## src/hw/rtl/swm_pkg.sv

```systemverilog
// ----------------------------------------------------------------------------
// swm_pkg
// Types shared by the controller and the datapath of the running median unit.
// ----------------------------------------------------------------------------
package swm_pkg;

    typedef enum logic [9:0] {
        S_CLR  = 10'b00_0000_0001,
        S_IDLE = 10'b00_0000_0010,
        S_RING = 10'b00_0000_0100,
        S_DRD  = 10'b00_0000_1000,
        S_DWR  = 10'b00_0001_0000,
        S_IRD  = 10'b00_0010_0000,
        S_IWR  = 10'b00_0100_0000,
        S_ARD  = 10'b00_1000_0000,
        S_AEV  = 10'b01_0000_0000,
        S_OUT  = 10'b10_0000_0000
    } t_state;

    typedef struct packed {
        logic clr;
        logic cfg_wr;
        logic accept;
        logic ring;
        logic dec_rd;
        logic dec_wr;
        logic inc_rd;
        logic inc_wr;
        logic adj_rd;
        logic adj_ev;
        logic sel_up;
        logic out_load;
    } t_cmd;

    typedef struct packed {
        logic clr_last;
        logic full;
        logic adj_more;
        logic out_free;
    } t_status;

endpackage

```

## src/hw/rtl/swm_ctrl.sv

```systemverilog
// ----------------------------------------------------------------------------
// swm_ctrl
// Sequencer: length writes, histogram clear pass, window update, pointer walk and result hand-off.
// ----------------------------------------------------------------------------
module swm_ctrl import swm_pkg::*; (
    input  logic    i_clk,
    input  logic    i_rst_n,
    input  logic    i_valid,
    input  logic    i_cfg_valid,
    input  t_status i_st,
    output t_cmd    o_cmd,
    output logic    o_idle
);

    t_state r_state, n_state;
    logic   r_sel_up, n_sel_up;

    always_ff @(posedge i_clk) begin
        if (!i_rst_n) begin
            r_state  <= S_CLR;
            r_sel_up <= 1'b0;
        end else begin
            r_state  <= n_state;
            r_sel_up <= n_sel_up;
        end
    end

    always_comb begin
        n_state  = r_state;
        n_sel_up = r_sel_up;
        o_cmd    = '0;
        o_cmd.sel_up = r_sel_up;
        o_idle   = 1'b0;
        case (r_state)
            S_CLR: begin
                o_cmd.clr = 1'b1;
                if (i_st.clr_last) n_state = S_IDLE;
            end
            S_IDLE: begin
                o_idle = 1'b1;
                if (i_cfg_valid) begin
                    o_cmd.cfg_wr = 1'b1;
                    n_state = S_CLR;
                end else if (i_valid) begin
                    o_cmd.accept = 1'b1;
                    n_state = S_RING;
                end
            end
            S_RING: begin
                o_cmd.ring = 1'b1;
                n_state = S_DRD;
            end
            S_DRD: begin
                o_cmd.dec_rd = 1'b1;
                n_state = S_DWR;
            end
            S_DWR: begin
                o_cmd.dec_wr = 1'b1;
                n_state = S_IRD;
            end
            S_IRD: begin
                o_cmd.inc_rd = 1'b1;
                n_state = S_IWR;
            end
            S_IWR: begin
                o_cmd.inc_wr = 1'b1;
                n_sel_up = 1'b0;
                n_state = i_st.full ? S_ARD : S_IDLE;
            end
            S_ARD: begin
                o_cmd.adj_rd = 1'b1;
                n_state = S_AEV;
            end
            S_AEV: begin
                o_cmd.adj_ev = 1'b1;
                if (i_st.adj_more) begin
                    n_state = S_ARD;
                end else if (!r_sel_up) begin
                    n_sel_up = 1'b1;
                    n_state = S_ARD;
                end else begin
                    n_state = S_OUT;
                end
            end
            S_OUT: begin
                if (i_st.out_free) begin
                    o_cmd.out_load = 1'b1;
                    n_state = S_IDLE;
                end
            end
            default: n_state = S_CLR;
        endcase
    end

endmodule

```

## config.mk

```make
export PLATFORM = sky130hd
export DESIGN_NAME = swm_ctrl
export DESIGN_NICKNAME = d
export VERILOG_FILES = /design/src/hw/rtl/swm_pkg.sv /design/src/hw/rtl/swm_ctrl.sv
export SDC_FILE = /design/constraint.sdc
export NUM_CORES = 1
export LEC_CHECK = 0
export BUFFER_PORTS_ARGS = -buffer_cell sky130_fd_sc_hd__buf_4
export CORE_MARGIN = 4
export CORE_UTILIZATION = 40
export DETAILED_ROUTE_END_ITERATION = 8
export GPL_TIMING_DRIVEN = 0
export SYNTH_ARGS = -nofsm -noshare
export SYNTH_HDL_FRONTEND = slang
export SYNTH_SLANG_ARGS = --single-unit
```

## constraint.sdc

```tcl
create_clock -name i_clk -period 2.39 [get_ports i_clk]
set_input_delay 0 -clock i_clk [delete_from_list [all_inputs] [get_ports i_clk]]
set_output_delay 0 -clock i_clk [all_outputs]
set_load 0.01 [all_outputs]
```

Yosys cells after proc, flatten, opt, wreduce, memory -nomap -nowiden
Cells that the tools add are included.
{"block": "word_totals", "register_bits": 11, "output_inout_bits": 13, "elab_cells": 44}
{"block": "op_classes", "eq_ne": 14, "muxes": 25, "reduce_logical": 3}
{"cell": "10-bit one-hot mux with 10 select lines", "count": 1}
{"cell": "10-bit 2-to-1 mux", "count": 6}
{"cell": "1-bit 2-to-1 mux", "count": 15}
{"cell": "10-bit by 1-bit == test with 1-bit output, second input constant", "count": 1}
{"cell": "10-bit == test, second input constant", "count": 1}
{"cell": "10-bit by 2-bit == test with 1-bit output, second input constant", "count": 1}
{"cell": "10-bit by 3-bit == test with 1-bit output, second input constant", "count": 1}
{"cell": "10-bit by 4-bit == test with 1-bit output, second input constant", "count": 1}
{"cell": "10-bit by 5-bit == test with 1-bit output, second input constant", "count": 1}
{"cell": "10-bit by 6-bit == test with 1-bit output, second input constant", "count": 1}
{"cell": "10-bit by 7-bit == test with 1-bit output, second input constant", "count": 1}
{"cell": "10-bit by 8-bit == test with 1-bit output, second input constant", "count": 1}
{"cell": "10-bit by 9-bit == test with 1-bit output, second input constant", "count": 1}
{"cell": "8-bit 2-to-1 mux", "count": 1}
{"cell": "2-bit != test, second input constant", "count": 3}
{"cell": "3-bit != test, second input constant", "count": 1}
{"cell": "3-bit AND reduction", "count": 1}
{"cell": "2-bit 2-to-1 mux", "count": 1}
{"cell": "1-bit one-hot mux with 2 select lines", "count": 1}
{"cell": "2-bit AND reduction", "count": 1}
{"cell": "2-bit nonzero test", "count": 1}

Logic depth before layout (Yosys ltp)
{"block": "depth", "depth_word": 3, "ltp_mapped": 6, "ltp_nobuf": 5}

Worst setup path after synthesis
OpenSTA, ideal clock, no wires.
{"block": "synth_timing", "kind": "reg2reg", "startpoint": "register r_state[4]", "endpoint": "register r_state[2]", "setup_time_ps": 59, "arrival_time_ps": 1795, "required_time_ps": 2331, "path_slack_ps": 536, "stages_incl_launch_ff": 7, "path_buffers": 2, "synth_period_minus_slack_ps": 1854, "cell_sequence": "dfxtp_1 -> buf_6 -> or4_4 -> buf_6 -> nor4_4 -> and3b_1 -> and2_1"}
{"block": "synth_between", "elab_chain_len": 3}
{"item": "start, declared", "line": "swm_ctrl.sv:15", "source": "t_state r_state, n_state;"}
{"item": "start signal, assigned", "line": "swm_ctrl.sv:23", "source": "r_state <= n_state;"}
{"item": "10-bit by 2-bit == test with 1-bit output (tied with other cells)", "line": "swm_ctrl.sv:34", "source": "case (r_state)"}
{"item": "3-bit != test (no line) / 2-bit != test (equally long branches)"}
{"item": "3-bit AND reduction (no line)"}
Parallel ways exist; a longest one is shown, timed or not.
A chain may end at the register's enable or synchronous reset.

==> results.tsv <==
stage	metric	value	unit
run_status	outcome	complete, no violations	
pwr	maximum vdd ir drop	0.245	mV
routing	Highest Signal Layer	met4	
routing	DR vias	781	
yosys	sequential area share after synthesis	0.275	
pwr	Switching Share	0.336	
yosys	Post-synth EDFFs	0	
yosys	post-synth net total	105	
floorplan	Die ar.	0.00279	sq mm
critical_path	CP Launch Type	flop	
clock_tree	Post-CTS Resized	0	
sta	Max Fclk	464	MHz
floorplan	Initial Utilization	0.441	
critical_path	CP dominant cell by count	buf_2	
yosys	Synth Flop Type	dfxtp_1	
pwr	sequential share of power	0.424	
yosys	#FFs+latches synth	11	
floorplan	Ports	21	
sta	fin. max-slew vios	0	
sta	min Tclk post-route	2.16	ns
routing	Remaining DRCs	0	
placed_design	Place WS	0.411	ns
routing	met3 routed wirelength	87	microns
clock_tree	Worst-path clk slew	0.07	ns
critical_path	WP data arrival	2.16	ns
grt	vias in the first global route	725	
clock_tree	total CTS buffers	3	
layout	commonest cells after routing, fill and taps aside	22 x buf_4, 11 x dfxtp_1, 9 x nor2_1, 9 x nor3_1, 8 x inv_1	
routing	Vias per Instance	5.28	
pwr	Pleak	0.428	nW
layout	Diodes inserted	0	
sta	RSZ-0062 raised after global routing	no	
yosys	Cells after Synth	97	
routing	DRT iter0 DRCs	7	
critical_path	CP Cell Sequence	buf_2 -> or4_1 -> buf_2 -> nor2_2 -> nand3_1 -> nor3b_1 -> buf_4	
critical_path	Worst path max stage delay	0.49	ns
sta	skew final	0.00246	ns
sta	Slew headroom	0.684	
pwr	pwr dens	489	mW/mm^2
critical_path	slowest stage cell on the critical path	or4_1	
layout	register area	220	sq um
layout	commonest non-fill, non-tap cell in the layout	buf_4	
grt	largest net degree at the start of global routing	11	
yosys	Avg Cell Area, Syn	8.27	sq um
routing	routed len/inst	12.5	microns
clock_tree	# hold bufs at CTS	2	
floorplan	core area	0.00182	sq mm
pwr	Pint	334	uW
critical_path	crit path kind	reg -> out	
clock_tree	H-tree levels	1	
floorplan	Die H	52.8	microns
pwr	Tot Pwr	504	uW
routing	WL final	1850	microns
layout	area grow syn2layout	28.4	%
pwr	combinational group share of total power	0.315	
clock_tree	clock sinks	11	
layout	share of cells above drive strength 1	0.333	
yosys	Synth Cell Area	802	sq um
clock_tree	TritonCTS clock tree	done	
worst_hold_path	worst hold path class	in -> reg	
routing	met2 WL	850	microns
pwr	Clk pwr share	0.261	
layout	Multi-input gate area	485	sq um
clock_tree	worst-case clock buffer depth	2	
clock_tree	postcts setup bufs	0	
layout	post-route cell area	0.00103	sq mm
routing	Post-DRT Antenna Nets	0	
clock_tree	Skew-Pair Late Insertion Delay	0.27	ns
sta	worst slew pin tran	0.470	ns
routing	met1 WL	898	microns
floorplan	die width	52.8	microns
critical_path	Worst setup EP type	output pin	
pwr	NetSw	169	uW
placed_design	DP HPWL	1400	microns
flow_run	max_cap viols	0	
placed_design	I/O Buffers	20	
sta	setup TNS	0	ns
routing	DRT Pass-1 Iters	4	
placed_design	routability cong.	0.788	
yosys	Yosys cell types	45	
yosys	synth warn	0	
grt	total congestion overflow	0	
layout	Fillers	188	
grt	gr usage total	0.150	
floorplan	# rows	15	
critical_path	Max FO, Critical Path	9	
yosys	fraction of registers with async set/reset	0	
layout	# nets final	132	
critical_path	CP Data Required Time	2.39	ns
grt	global-route wire length before repair	3110	microns
grt	initial antenna violation count	0	
sta	post-route setup slack	0.235	ns
clock_tree	Root Buffer	clkbuf_4	
sta	final hold violations	0	
sta	final setup fails	0	
sta	Final Cycle Share	0.902	
placed_design	Placed Area	983	sq um
metrics by stage:
stage	cells	hold slack, ns	utilization
3_5_place_dp	142	0.254	0.540
4_1_cts	148	0.00486	0.566
2_1_floorplan	97	0.0946	-
5_1_grt	148	0.00226	0.566
3_3_place_gp	142	0.251	0.540
6_report	148	0.0114	0.566
worst paths after layout:
path	depth (start not counted)	startpoint	end	slack [ns]
max	7	r_state[3]	o_cmd[6]	0.23
max reg2reg	5	r_state[9]	r_state[8]	0.42
min reg2reg	2	r_sel_up	r_sel_up	0.48
min	3	i_st[1]	r_sel_up	0.01
cells in the mapped netlist (2+ instances only):
library cell  count  area share
dfxtp_1          11        0.27
nor2_1            9       0.042
nor3_1            9       0.056
inv_1             8       0.037
nor4_1            4       0.031
buf_6             3       0.042
nand2_1           3       0.014
nand2b_1          3       0.023
o21ai_0           3       0.019
a2bb2oi_1         2       0.022
buf_2             2       0.012
buf_4             2       0.019
clkbuf_1          2      0.0094
nand3_1           2       0.012
nand3b_1          2       0.019
or3_1             2       0.016
or4_1             2       0.019
cell families after synthesis:
| family | Yosys count | synth area share |
|---|---|---|
| AND/OR/NAND/NOR | 50 | 0.399 |
| buffers and inverters | 17 | 0.120 |
| multiplexers | 1 | 0.0140 |
| flip-flops | 11 | 0.275 |
| AO/OA/AOI/OAI | 16 | 0.170 |
| XOR/XNOR | 2 | 0.0218 |
registers in the layout, summed over array words and instances (netlist names):
register / flops
r_state: 10
r_sel_up: 1
critical path: cells and delay by family, from the launching register on:
kind          cells  cell delay (ns)
flops             1             0.30
buf+inv           3             0.51
simple gates      4             1.08
power groups by stage:
stage / Combinational (mW) / Clock [mW] / Sequential, mW
6_report: 0.159 / 0.131 / 0.214
5_1_grt: 0.172 / 0.152 / 0.216
4_1_cts: 0.159 / 0.138 / 0.213
3_5_place_dp: 0.156 / 0 / 0.218
3_3_place_gp: 0.153 / 0 / 0.218
2_1_floorplan: 0.110 / 0 / 0.212
routing by layer:
| layer | global-route usage | vias up |
|---|---|---|
| li1 | - | 404 |
| met1 | 0.189 | 357 |
| met2 | 0.248 | 18 |
| met3 | 0.0513 | 2 |
| met4 | 0.0255 | 0 |
| met5 | 0 | - |
final cells by class:
type                       count  area share
sequential                    11       0.214
timing repair buffer          22       0.165
multi-input combinational     69       0.471
inverter                       8      0.0292
buffer                         9      0.0644
tap                           25      0.0304
clock buffer                   4      0.0255
(Power assumes the default switching activity.)
